## src/rtl/skrs_pkg.sv

```systemverilog
// ---------------------------------------------------------------------------
// skrs_pkg
// Shared types and constants of the scalar Kalman range smoother.
// ---------------------------------------------------------------------------
package skrs_pkg;

    localparam int CHANNELS  = 8;
    localparam int CH_W      = 3;
    localparam int MEAS_W    = 24;
    localparam int PN_W      = 18;
    localparam int MN_W      = 24;
    localparam int TH_W      = 23;
    localparam int VAR_W     = 18;
    localparam int DEN_W     = 25;
    localparam int REM_W     = 26;
    localparam int K_W       = 17;
    localparam int MA_W      = 26;
    localparam int MB_W      = 18;
    localparam int PROD_W    = MA_W + MB_W;
    localparam int CFG_IDX_W = 2;
    localparam int CFG_W     = 24;
    localparam int S_DATA_W  = 32;
    localparam int M_DATA_W  = 24;
    localparam int DIV_STEPS = 17;
    localparam int CNT_W     = 5;

    localparam logic [CFG_IDX_W-1:0] REG_PROCESS_NOISE     = 2'd0;
    localparam logic [CFG_IDX_W-1:0] REG_MEASUREMENT_NOISE = 2'd1;
    localparam logic [CFG_IDX_W-1:0] REG_OUTLIER_THRESHOLD = 2'd2;

    localparam logic [PN_W-1:0]  PN_RESET  = 18'd1311;
    localparam logic [MN_W-1:0]  MN_RESET  = 24'd327680;
    localparam logic [TH_W-1:0]  TH_RESET  = 23'd22016;
    localparam logic [VAR_W-1:0] VAR_RESET = 18'd65536;
    localparam logic [VAR_W-1:0] VAR_MAX   = 18'd262143;
    localparam logic [K_W-1:0]   ONE_Q16   = 17'd65536;
    localparam logic [PROD_W-1:0] HALF_Q16 = 44'd32768;

    typedef struct packed {
        logic load;
        logic pred;
        logic div_step;
        logic mul_k;
        logic mul_v;
        logic write;
    } t_cmd;

    typedef struct packed {
        logic direct;
        logic out_full;
    } t_status;

endpackage

```

## src/rtl/skrs_ctrl.sv

```systemverilog
// ---------------------------------------------------------------------------
// skrs_ctrl
// Sequencer of the smoother: steps one sample through prediction, the iterative
// gain division, the two shared multiplications and write-back, or direct to write-back.
// ---------------------------------------------------------------------------
module skrs_ctrl (
    input  logic              i_clk,
    input  logic              i_rst_n,
    input  logic              i_s_tvalid,
    input  logic              i_m_tready,
    input  skrs_pkg::t_status i_status,
    output skrs_pkg::t_cmd    o_cmd,
    output logic              o_s_tready
);

    localparam logic [2:0] S_IDLE  = 3'd0;
    localparam logic [2:0] S_PRED  = 3'd1;
    localparam logic [2:0] S_DIV   = 3'd2;
    localparam logic [2:0] S_MULK  = 3'd3;
    localparam logic [2:0] S_MULV  = 3'd4;
    localparam logic [2:0] S_WRITE = 3'd5;

    logic [2:0]                 r_state;
    logic [2:0]                 n_state;
    logic [skrs_pkg::CNT_W-1:0] r_cnt;
    logic [skrs_pkg::CNT_W-1:0] n_cnt;
    logic                       can_write;

    assign can_write  = !i_status.out_full || i_m_tready;
    assign o_s_tready = (r_state == S_IDLE);

    always_comb begin
        o_cmd          = '0;
        o_cmd.load     = (r_state == S_IDLE) && i_s_tvalid;
        o_cmd.pred     = (r_state == S_PRED);
        o_cmd.div_step = (r_state == S_DIV);
        o_cmd.mul_k    = (r_state == S_MULK);
        o_cmd.mul_v    = (r_state == S_MULV);
        o_cmd.write    = (r_state == S_WRITE) && can_write;
    end

    always_comb begin
        n_state = r_state;
        n_cnt   = r_cnt;
        unique case (r_state)
            S_IDLE: begin
                if (i_s_tvalid) begin
                    n_state = S_PRED;
                end
            end
            S_PRED: begin
                n_cnt = '0;
                if (i_status.direct) begin
                    n_state = S_WRITE;
                end else begin
                    n_state = S_DIV;
                end
            end
            S_DIV: begin
                n_cnt = r_cnt + skrs_pkg::CNT_W'(1);
                if (r_cnt == skrs_pkg::CNT_W'(skrs_pkg::DIV_STEPS - 1)) begin
                    n_state = S_MULK;
                end
            end
            S_MULK: begin
                n_state = S_MULV;
            end
            S_MULV: begin
                n_state = S_WRITE;
            end
            S_WRITE: begin
                if (can_write) begin
                    n_state = S_IDLE;
                end
            end
            default: begin
                n_state = S_IDLE;
            end
        endcase
    end

    always_ff @(posedge i_clk) begin
        if (!i_rst_n) begin
            r_state <= S_IDLE;
            r_cnt   <= '0;
        end else begin
            r_state <= n_state;
            r_cnt   <= n_cnt;
        end
    end

`ifndef SYNTHESIS
    a_write_has_room: assert property (@(posedge i_clk) disable iff (!i_rst_n)
        o_cmd.write |-> (!i_status.out_full || i_m_tready))
        else $error("result written over an untaken result");
    a_div_count: assert property (@(posedge i_clk) disable iff (!i_rst_n)
        (r_state == S_DIV) |-> (r_cnt < skrs_pkg::CNT_W'(skrs_pkg::DIV_STEPS)))
        else $error("division step counter overran");
    a_load_to_pred: assert property (@(posedge i_clk) disable iff (!i_rst_n)
        o_cmd.load |=> (r_state == S_PRED))
        else $error("accepted sample did not enter prediction");
`endif

endmodule

```

## src/rtl/skrs_dpath.sv

```systemverilog
// ---------------------------------------------------------------------------
// skrs_dpath
// Datapath of the smoother: per-channel state, configuration registers,
// restoring divider for the gain, shared multiplier and output register.
// ---------------------------------------------------------------------------
module skrs_dpath (
    input  logic                            i_clk,
    input  logic                            i_rst_n,
    input  skrs_pkg::t_cmd                  i_cmd,
    output skrs_pkg::t_status               o_status,
    input  logic [skrs_pkg::S_DATA_W-1:0]   i_s_tdata,
    input  logic                            i_m_tready,
    output logic                            o_m_tvalid,
    output logic [skrs_pkg::M_DATA_W-1:0]   o_m_tdata,
    input  logic                            i_cfg_we,
    input  logic [skrs_pkg::CFG_IDX_W-1:0]  i_cfg_idx,
    input  logic [skrs_pkg::CFG_W-1:0]      i_cfg_data
);

    logic [skrs_pkg::PN_W-1:0]   r_pn;
    logic [skrs_pkg::MN_W-1:0]   r_mn;
    logic [skrs_pkg::TH_W-1:0]   r_th;

    logic [skrs_pkg::MEAS_W-1:0] r_est_mem [skrs_pkg::CHANNELS];
    logic [skrs_pkg::VAR_W-1:0]  r_var_mem [skrs_pkg::CHANNELS];
    logic [skrs_pkg::CHANNELS-1:0] r_seen;

    logic [skrs_pkg::CH_W-1:0]   r_ch;
    logic signed [skrs_pkg::MEAS_W-1:0] r_meas;
    logic                        r_direct;
    logic                        in_range;

    logic [skrs_pkg::VAR_W:0]    pp_sum;
    logic [skrs_pkg::VAR_W-1:0]  pp_c;
    logic [skrs_pkg::DEN_W-1:0]  den_c;
    logic [skrs_pkg::VAR_W-1:0]  r_pp;
    logic [skrs_pkg::DEN_W-1:0]  r_den;
    logic                        r_den_zero;
    logic signed [skrs_pkg::MEAS_W:0] r_diff;

    logic [skrs_pkg::REM_W-1:0]  r_rem;
    logic [skrs_pkg::K_W-1:0]    r_q;
    logic                        r_first;
    logic [skrs_pkg::REM_W-1:0]  trial;
    logic [skrs_pkg::REM_W:0]    trial_sub;
    logic [skrs_pkg::K_W-1:0]    k_c;

    logic signed [skrs_pkg::MA_W-1:0]   mul_a;
    logic signed [skrs_pkg::MB_W-1:0]   mul_b;
    logic signed [skrs_pkg::PROD_W-1:0] r_prod;
    logic signed [skrs_pkg::PROD_W-1:0] rnd_c;
    logic signed [skrs_pkg::MEAS_W:0]   x_c;
    logic signed [skrs_pkg::MEAS_W-1:0] r_x;

    logic signed [skrs_pkg::MEAS_W:0]   dev_c;
    logic [skrs_pkg::MEAS_W:0]          dev_abs;
    logic                               snap;
    logic [skrs_pkg::MEAS_W-1:0]        x_final;
    logic [skrs_pkg::VAR_W-1:0]         var_new;

    logic [skrs_pkg::MEAS_W-1:0]        r_out;
    logic                               r_out_full;

    always_ff @(posedge i_clk) begin
        if (!i_rst_n) begin
            r_pn <= skrs_pkg::PN_RESET;
            r_mn <= skrs_pkg::MN_RESET;
            r_th <= skrs_pkg::TH_RESET;
        end else if (i_cfg_we) begin
            unique case (i_cfg_idx)
                skrs_pkg::REG_PROCESS_NOISE:     r_pn <= i_cfg_data[skrs_pkg::PN_W-1:0];
                skrs_pkg::REG_MEASUREMENT_NOISE: r_mn <= i_cfg_data[skrs_pkg::MN_W-1:0];
                skrs_pkg::REG_OUTLIER_THRESHOLD: r_th <= i_cfg_data[skrs_pkg::TH_W-1:0];
                default: begin
                end
            endcase
        end
    end

    assign in_range = ({1'b0, r_ch} < (skrs_pkg::CH_W + 1)'(skrs_pkg::CHANNELS));

    assign pp_sum = {1'b0, r_var_mem[r_ch]} + {1'b0, r_pn};
    assign pp_c   = pp_sum[skrs_pkg::VAR_W] ? skrs_pkg::VAR_MAX : pp_sum[skrs_pkg::VAR_W-1:0];
    assign den_c  = {7'b0, pp_c} + {1'b0, r_mn};

    assign o_status.direct   = !in_range || !r_seen[r_ch];
    assign o_status.out_full = r_out_full;

    assign trial     = r_first ? r_rem : {r_rem[skrs_pkg::REM_W-2:0], 1'b0};
    assign trial_sub = {1'b0, trial} - {2'b0, r_den};
    assign k_c       = r_den_zero ? '0 : r_q;

    always_comb begin
        if (i_cmd.mul_k) begin
            mul_a = skrs_pkg::MA_W'(r_diff);
            mul_b = {1'b0, k_c};
        end else begin
            mul_a = {8'b0, r_pp};
            mul_b = {1'b0, skrs_pkg::ONE_Q16 - k_c};
        end
    end

    assign rnd_c = r_prod + skrs_pkg::HALF_Q16;
    assign x_c   = {r_est_mem[r_ch][skrs_pkg::MEAS_W-1], r_est_mem[r_ch]}
                 + rnd_c[40:16];

    assign var_new = rnd_c[33:16];
    assign dev_c   = {r_x[skrs_pkg::MEAS_W-1], r_x} - {r_meas[skrs_pkg::MEAS_W-1], r_meas};
    assign dev_abs = dev_c[skrs_pkg::MEAS_W] ? (skrs_pkg::MEAS_W + 1)'(-dev_c)
                                              : (skrs_pkg::MEAS_W + 1)'(dev_c);
    assign snap    = (dev_abs >= {2'b0, r_th});
    assign x_final = (r_direct || snap) ? r_meas : r_x;

    always_ff @(posedge i_clk) begin
        if (i_cmd.load) begin
            r_ch   <= i_s_tdata[skrs_pkg::CH_W-1:0];
            r_meas <= i_s_tdata[skrs_pkg::CH_W +: skrs_pkg::MEAS_W];
        end
        if (i_cmd.pred) begin
            r_direct   <= o_status.direct;
            r_pp       <= pp_c;
            r_den      <= den_c;
            r_den_zero <= (den_c == '0);
            r_rem      <= {8'b0, pp_c};
            r_q        <= '0;
            r_first    <= 1'b1;
            r_diff     <= {r_meas[skrs_pkg::MEAS_W-1], r_meas}
                        - {r_est_mem[r_ch][skrs_pkg::MEAS_W-1], r_est_mem[r_ch]};
        end
        if (i_cmd.div_step) begin
            r_first <= 1'b0;
            if (!trial_sub[skrs_pkg::REM_W]) begin
                r_rem <= trial_sub[skrs_pkg::REM_W-1:0];
                r_q   <= {r_q[skrs_pkg::K_W-2:0], 1'b1};
            end else begin
                r_rem <= trial;
                r_q   <= {r_q[skrs_pkg::K_W-2:0], 1'b0};
            end
        end
        if (i_cmd.mul_k || i_cmd.mul_v) begin
            r_prod <= mul_a * mul_b;
        end
        if (i_cmd.mul_v) begin
            r_x <= x_c[skrs_pkg::MEAS_W-1:0];
        end
        if (i_cmd.write) begin
            r_out <= x_final;
        end
    end

    always_ff @(posedge i_clk) begin
        if (!i_rst_n) begin
            r_seen <= '0;
            for (int i = 0; i < skrs_pkg::CHANNELS; i++) begin
                r_est_mem[i] <= '0;
                r_var_mem[i] <= skrs_pkg::VAR_RESET;
            end
        end else if (i_cmd.write && in_range) begin
            r_seen[r_ch]    <= 1'b1;
            r_est_mem[r_ch] <= x_final;
            if (!r_direct) begin
                r_var_mem[r_ch] <= var_new;
            end
        end
    end

    always_ff @(posedge i_clk) begin
        if (!i_rst_n) begin
            r_out_full <= 1'b0;
        end else if (i_cmd.write) begin
            r_out_full <= 1'b1;
        end else if (i_m_tready) begin
            r_out_full <= 1'b0;
        end
    end

    assign o_m_tvalid = r_out_full;
    assign o_m_tdata  = r_out;

`ifndef SYNTHESIS
    a_direct_passes_meas: assert property (@(posedge i_clk) disable iff (!i_rst_n)
        (i_cmd.write && r_direct) |=> (r_out == $past(r_meas)))
        else $error("first sample did not pass the measurement through");
    a_gain_bounded: assert property (@(posedge i_clk) disable iff (!i_rst_n)
        i_cmd.mul_v |-> (k_c <= skrs_pkg::ONE_Q16))
        else $error("gain above one");
    a_write_fills_out: assert property (@(posedge i_clk) disable iff (!i_rst_n)
        i_cmd.write |=> r_out_full)
        else $error("written result not presented");
`endif

endmodule

```

## src/rtl/scalar_kalman_range_smoother_unit.sv

```systemverilog
// A sample passes through prediction, the restoring gain divider (one quotient bit
// per step), the two multiplications and write-back; a channel's first sample goes
// straight from prediction to write-back. One sample is processed at a time: a new
// sample is accepted once the last is written back; a waiting result stalls the
// next result only. Synchronous active-low reset restores the register defaults,
// clears all channel flags and estimates and sets every variance to 1.0.
// ---------------------------------------------------------------------------
// scalar_kalman_range_smoother_unit
// Per-channel scalar Kalman smoother for ranging samples with outlier snap.
// ---------------------------------------------------------------------------
module scalar_kalman_range_smoother_unit (
    input  logic                            i_clk,
    input  logic                            i_rst_n,
    // tdata: channel [2:0], measurement [26:3], zero [31:27]
    input  logic                            i_s_tvalid,
    output logic                            o_s_tready,
    input  logic [skrs_pkg::S_DATA_W-1:0]   i_s_tdata,
    // tdata: estimate [23:0]
    output logic                            o_m_tvalid,
    input  logic                            i_m_tready,
    output logic [skrs_pkg::M_DATA_W-1:0]   o_m_tdata,
    input  logic                            i_cfg_we,
    input  logic [skrs_pkg::CFG_IDX_W-1:0]  i_cfg_idx,
    input  logic [skrs_pkg::CFG_W-1:0]      i_cfg_data
);

    skrs_pkg::t_cmd    cmd;
    skrs_pkg::t_status status;

    skrs_ctrl u_ctrl (
        .i_clk      (i_clk),
        .i_rst_n    (i_rst_n),
        .i_s_tvalid (i_s_tvalid),
        .i_m_tready (i_m_tready),
        .i_status   (status),
        .o_cmd      (cmd),
        .o_s_tready (o_s_tready)
    );

    skrs_dpath u_dpath (
        .i_clk      (i_clk),
        .i_rst_n    (i_rst_n),
        .i_cmd      (cmd),
        .o_status   (status),
        .i_s_tdata  (i_s_tdata),
        .i_m_tready (i_m_tready),
        .o_m_tvalid (o_m_tvalid),
        .o_m_tdata  (o_m_tdata),
        .i_cfg_we   (i_cfg_we),
        .i_cfg_idx  (i_cfg_idx),
        .i_cfg_data (i_cfg_data)
    );

endmodule
```

## config.mk

```make
export PLATFORM = sky130hd
export DESIGN_NAME = scalar_kalman_range_smoother_unit
export DESIGN_NICKNAME = d
export VERILOG_FILES = /design/src/rtl/skrs_pkg.sv /design/src/rtl/skrs_ctrl.sv /design/src/rtl/skrs_dpath.sv /design/src/rtl/scalar_kalman_range_smoother_unit.sv
export SDC_FILE = /design/constraint.sdc
export NUM_CORES = 2
export LEC_CHECK = 0
export BUFFER_PORTS_ARGS = -buffer_cell sky130_fd_sc_hd__clkbuf_2
export CAP_MARGIN = 20
export CORE_ASPECT_RATIO = 0.5
export CORE_UTILIZATION = 45
export DETAILED_ROUTE_END_ITERATION = 16
export GPL_TIMING_DRIVEN = 0
export SLEW_MARGIN = 0
export SYNTH_ARGS = -nofsm -noshare
export SYNTH_HDL_FRONTEND = slang
export SYNTH_SLANG_ARGS = --single-unit
```

## constraint.sdc

```tcl
create_clock -name i_clk -period 20.8 [get_ports i_clk]
set_input_delay 1.04 -clock i_clk [delete_from_list [all_inputs] [get_ports i_clk]]
set_output_delay 1.04 -clock i_clk [all_outputs]
set_load 0.05 [all_outputs]
```

# Word level (Yosys, flattened, before mapping)
# Memory sizes are Yosys's and may differ from the RTL's. A register that Yosys moved wholly into a read port is not among the register bits.
# Cells that the tools add are included.
# Widths: inputs -> output; s select.
# classes
n_mux	41
n_eq_ne	11
multipliers	1
magnitude_cmp	3
addsub	10
n_bitwise	1
reduce_logical	19
# ops
cell	n
$mux 26	5
$mux 17	4
$sub 24x24->25	2
$mux 24	2
$add 40x16->40 const B	1
$mul 26x18->40	1
$mux 18	2
$sub 26x25->27	1
$add 18x24->25	1
$ge 25x23->1	1
$logic_not 25->1	1
$mux 25	1
$neg 25->25	1
$add 24x24->24	1
$mux 3	8
$reduce_or 24->1	1
$add 18x18->19	1
$pmux 3 s6	1
$reduce_or 18->1	1
$sub 17x17->17 const A	1
$mux 1	15
$pmux 5 s2	1
$or 8x8->8	1
$eq 3x2->1 const B	2
20 further kinds	30
# word_totals
ram_bits	336
ff_bits	311
input_bits	63
out_inout_bits	26
memories	2
wordCells	108
# mem_list
name	words	word_bits	read_ports	rd_ports_with_merged_regs	write_ports	line_no	rtl
u_dpath.r_est_mem	8	24	1	1	8	skrs_dpath.sv:24	logic [skrs_pkg::MEAS_W-1:0] r_est_mem [skrs_pkg::CHANNELS];
u_dpath.r_var_mem	8	18	1	1	8	skrs_dpath.sv:25	logic [skrs_pkg::VAR_W-1:0] r_var_mem [skrs_pkg::CHANNELS];

# Longest topological paths before layout
# logic_depth
depth_word	8
mapped_depth	34
depth_no_buf	31

# Cells and area by module
# A second synthesis with hierarchy kept.
# hier_totals
cells_unflattened	4553
area_unflattened_um2	48058.6
# modules_own_cells
mod	cells_each	area_each_um2	seq_area_each_um2	instances
skrs_dpath	4485	47549.4	18047.3	1
skrs_ctrl	68	509.2	160.2	1

# Least setup slack after synthesis
# Ideal clock, no wire load.
# synth_path
path_type	register to register
startpoint	reg with a tool-made name
endpoint	reg u_dpath.r_den_zero (data pin)
stages_incl_launch_ff	31
setup_time_ns	0.170
arrival_time_ns	8.032
path_buffers	3
synth_period_minus_slack_ns	8.201
path_slack_ns	12.599
t_required_ns	20.630
path_cell_list	dfxtp_1 -> clkbuf_1 -> buf_1 -> mux4_2 -> mux2_2 -> ha_1 -> inv_1 -> fa_1 -> nor2b_1 -> o21a_1 -> o21ai_0 -> a211oi_1 -> o31a_1 -> nor4_1 -> a21oi_1 -> a211oi_1 -> o21a_1 -> clkbuf_1 -> nand2_1 -> ha_1 -> nor2b_4 -> o31a_4 -> o22ai_4 -> xnor2_1 -> or4b_1 -> or4_1 -> or4_1 -> or3_1 -> or3_1 -> or4_1 -> nor4_2
# synth_rtl
item	line_no	rtl
end signal: assignment	skrs_dpath.sv:123	r_den_zero <= (den_c == '0);
end: declaration	skrs_dpath.sv:38	logic r_den_zero;

==> reports/summary.txt <==
Maximum clock path buffer count -> 3
Final Wtd Congestion -> 0.977
Global Route Usage Sum -> 26.6%
Startpoint types -> flop
Hold/Removal Path Class -> flop to flop
Outcome -> finished clean
Crit path top cell by count -> or4_1
Initial antenna violation count -> 3
Post-Syn Area per Cell -> 10.3 um^2
Final Max Slew Viols -> 0
Hold slack -> 448 ps
Critical path class -> flop to flop
DRC Markers -> 0
Post-CTS Setup Bufs -> 0
Largest cells by area after synthesis -> edfxtp_1 (34%), fa_1 (17%), ha_1 (6.6%)
Top-count cell post-synth -> inv_1
Tcrit/Tclk final -> 50.8%
# setup viols final -> 0
Reg2Reg Depth -> 28
Vias -> 35400
CP Capture Type -> flop
Yosys top cell area share -> 34.3%
Area of the multi-input gates -> 26800 um^2
Die footprint -> 108000 um^2
Post-synthesis async set-or-reset flop share -> 0%
TritonCTS clock tree -> built
Slowest cell on crit path -> buf_1
Mapped Nets -> 5391
Detailed-placement wirelength estimate -> 113000 um
Top post-synthesis cells by count -> inv_1 (632), nand2_1 (625), edfxtp_1 (549), nor2_1 (432), fa_1 (400)
Required @ worst endpoint -> 21200 ps
Mapped cell area -> 48100 um^2
Final #Nets -> 5575
Die height -> 233 um
Layout cells sized above 1 -> 8.41%
Maximum clock rate -> 94.6 MHz
Synth-to-Final Area Change -> 10.2%
Largest area contributor in the netlist -> edfxtp_1
Cells after Synth -> 4674
Synth warnings -> 0
Core area -> 106000 um^2
Number of global-route vias before repair -> 35200
Grt total ovfl -> 0
Post-CTS Hold Buffers -> 0
Cell variety after synth -> 83
IO Port Bufs -> 83
DRT antenna net count -> 0
Post-synth EDFFs -> 549
Setup TNS -> 0 ps
Die X-Extent -> 464 um
Worst-path clk slew -> 60 ps
Htree depth -> 3
DR WL/cell -> 22.6 um
HP Start -> u_dpath.r_seen[6]
I/O pins -> 89
Area fraction in compound gates after synthesis -> 9.51%
First-pass GRT wire length -> 216000 um
Vias per Instance -> 5.59
FILL cells -> 9701
Hold Fails Final Rpt -> 0
Hold Crit Depth -> 2
CTS Buf Count -> 66
Max Cap Viol -> 0
Drt pass-1 iters -> 6
Register area share after synthesis -> 37.9%
Unrepaired setup endpoints after global routing -> false
Post-synthesis adder-cell area fraction -> 23.3%
XOR/XNOR share of the synthesized area -> 3.73%
Fin crit period -> 10570 ps
Worst-Skew Late Latency -> 650 ps
Synth Area in Simple Gates -> 13.2%
Tightest Pin Transition -> 1190 ps
Multiplexer area fraction after synthesis -> 6.05%
Worst EP arrival -> 10960 ps
Initial Util -> 45.6%
CTS root buf -> clkbuf_16
Slew margin rel. -> 20.3%
Layout Skew -> 36.9 ps
FF+latch area -> 18200 um^2
Number of core rows -> 84
RR Endpoint -> u_dpath.r_den_zero
CTS Sinks -> 635
Flops & latches, synth -> 635
Largest stage delay on the critical path -> 940 ps
Post-Route WL -> 143000 um
Post-cts sizing count -> 0
Largest family of logic cells by synthesized area -> adder cells
Ys flop type -> edfxtp_1
Initial DRC Count -> 3404
Hold Path End -> u_dpath.r_seen[6]
R2R Setup Slk -> 10230 ps
Largest net degree at the start of global routing -> 32
Worst-path fanout max -> 10
logic make-up (layout without fill, tap and decap cells):
kind of cell	after synthesis	in the layout
xor+xnor	205	205
simple gates	1450	1450
fa+ha+maj	654	654
compound gates	737	737
mux	180	180
other cells	0	1
buf+inv	813	1047
flops	635	635
metal layers:
metal / share of wire, % / wire length, um / global-route usage, %
met1: 44 / 62900 / 37.4
met2: 45 / 64500 / 42.4
met3: 7.8 / 11200 / 4.31
met4: 3.0 / 4240 / 8.15
met5: 0.0091 / 13 / 0
worst max-delay path by stage:
stage,end,depth (start not counted),slack [ps]
3_5_place_dp,u_dpath.r_den_zero,30,10100
2_1_floorplan,u_dpath.r_den_zero,30,12600
5_1_grt,u_dpath.r_den_zero,31,9820
4_1_cts,u_dpath.r_den_zero,28,10080
6_report,u_dpath.r_den_zero,28,10230
3_3_place_gp,u_dpath.r_den_zero,28,9950
worst max-delay path: cells and delay by family (launching register included):
kind,cells,cell delay (ps)
flops,1,410
fa+ha+maj,2,740
compound gates,9,2350
simple gates,11,3530
buf+inv,3,2290
xor+xnor,1,120
mux,2,860
per-stage QoR:
step / std cells / setup WS, ps / cell area [um^2] / util [%]
final: 6328 / 10230 / 53000 / 50.2
after global routing: 6327 / 9820 / 53000 / 50.2
after CTS: 6320 / 10080 / 52900 / 50.1
after detailed placement: 6202 / 10100 / 50800 / 48.1
after global placement: 6176 / 9950 / 50300 / 47.7
after floorplan: 4674 / 12600 / 48100 / -
flip-flops by register name (all words and copies together) (netlist names), 3 cells and up, named ones only:
name	cells
u_dpath.r_den	25
u_dpath.r_rem	26
u_dpath.r_seen	8
u_dpath.r_q	17
u_dpath.r_est_mem	192
u_dpath.r_pp	18
u_dpath.r_ch	3
u_dpath.r_diff	25
u_dpath.r_x	24
u_ctrl.r_state	3
u_dpath.r_var_mem	144
u_dpath.r_pn	18
u_dpath.r_meas	24
u_dpath.r_mn	24
u_dpath.o_m_tdata	24
u_dpath.r_prod	25
u_dpath.r_th	23
u_ctrl.r_cnt	5
cells in the final DEF, fill, tap and decap left out, types with 10 or more instances in the layout:
cell type / count
dfxtp_1: 86
clkbuf_2: 84
buf_1: 24
ha_1: 254
o211ai_1: 19
a21oi_1: 324
nor3_1: 41
xnor2_1: 150
o21a_1: 41
nand2b_1: 35
o21bai_1: 11
a31oi_1: 26
and2_1: 48
nor2_1: 432
edfxtp_1: 549
nand3_1: 81
nand2_1: 624
nor4_1: 10
o21ai_0: 98
inv_1: 631
a21boi_0: 57
fa_1: 400
and3_1: 21
nor2b_1: 48
or2_2: 20
nand4_1: 16
or3_1: 34
clkbuf_1: 157
clkbuf_16: 66
mux4_2: 84
buf_2: 10
a211oi_1: 27
xor2_1: 55
mux2_2: 47
mux2i_1: 49
o21ai_2: 20
clkinv_1: 11
a21o_1: 36
area by class of cell:
class	instances	share of cell area (%)
clock inverters	39	0.831
flip-flops and latches	635	34.4
repair buffers	116	1.77
plain buffers	180	1.30
inverters	633	4.48
diodes	1	0.00472
well taps	1419	3.35
clock buffers	79	3.25
multi-input cells	3226	50.7
Power is not shown: default switching activity piles up to over one toggle a cycle in this logic, so the estimate is an artifact.
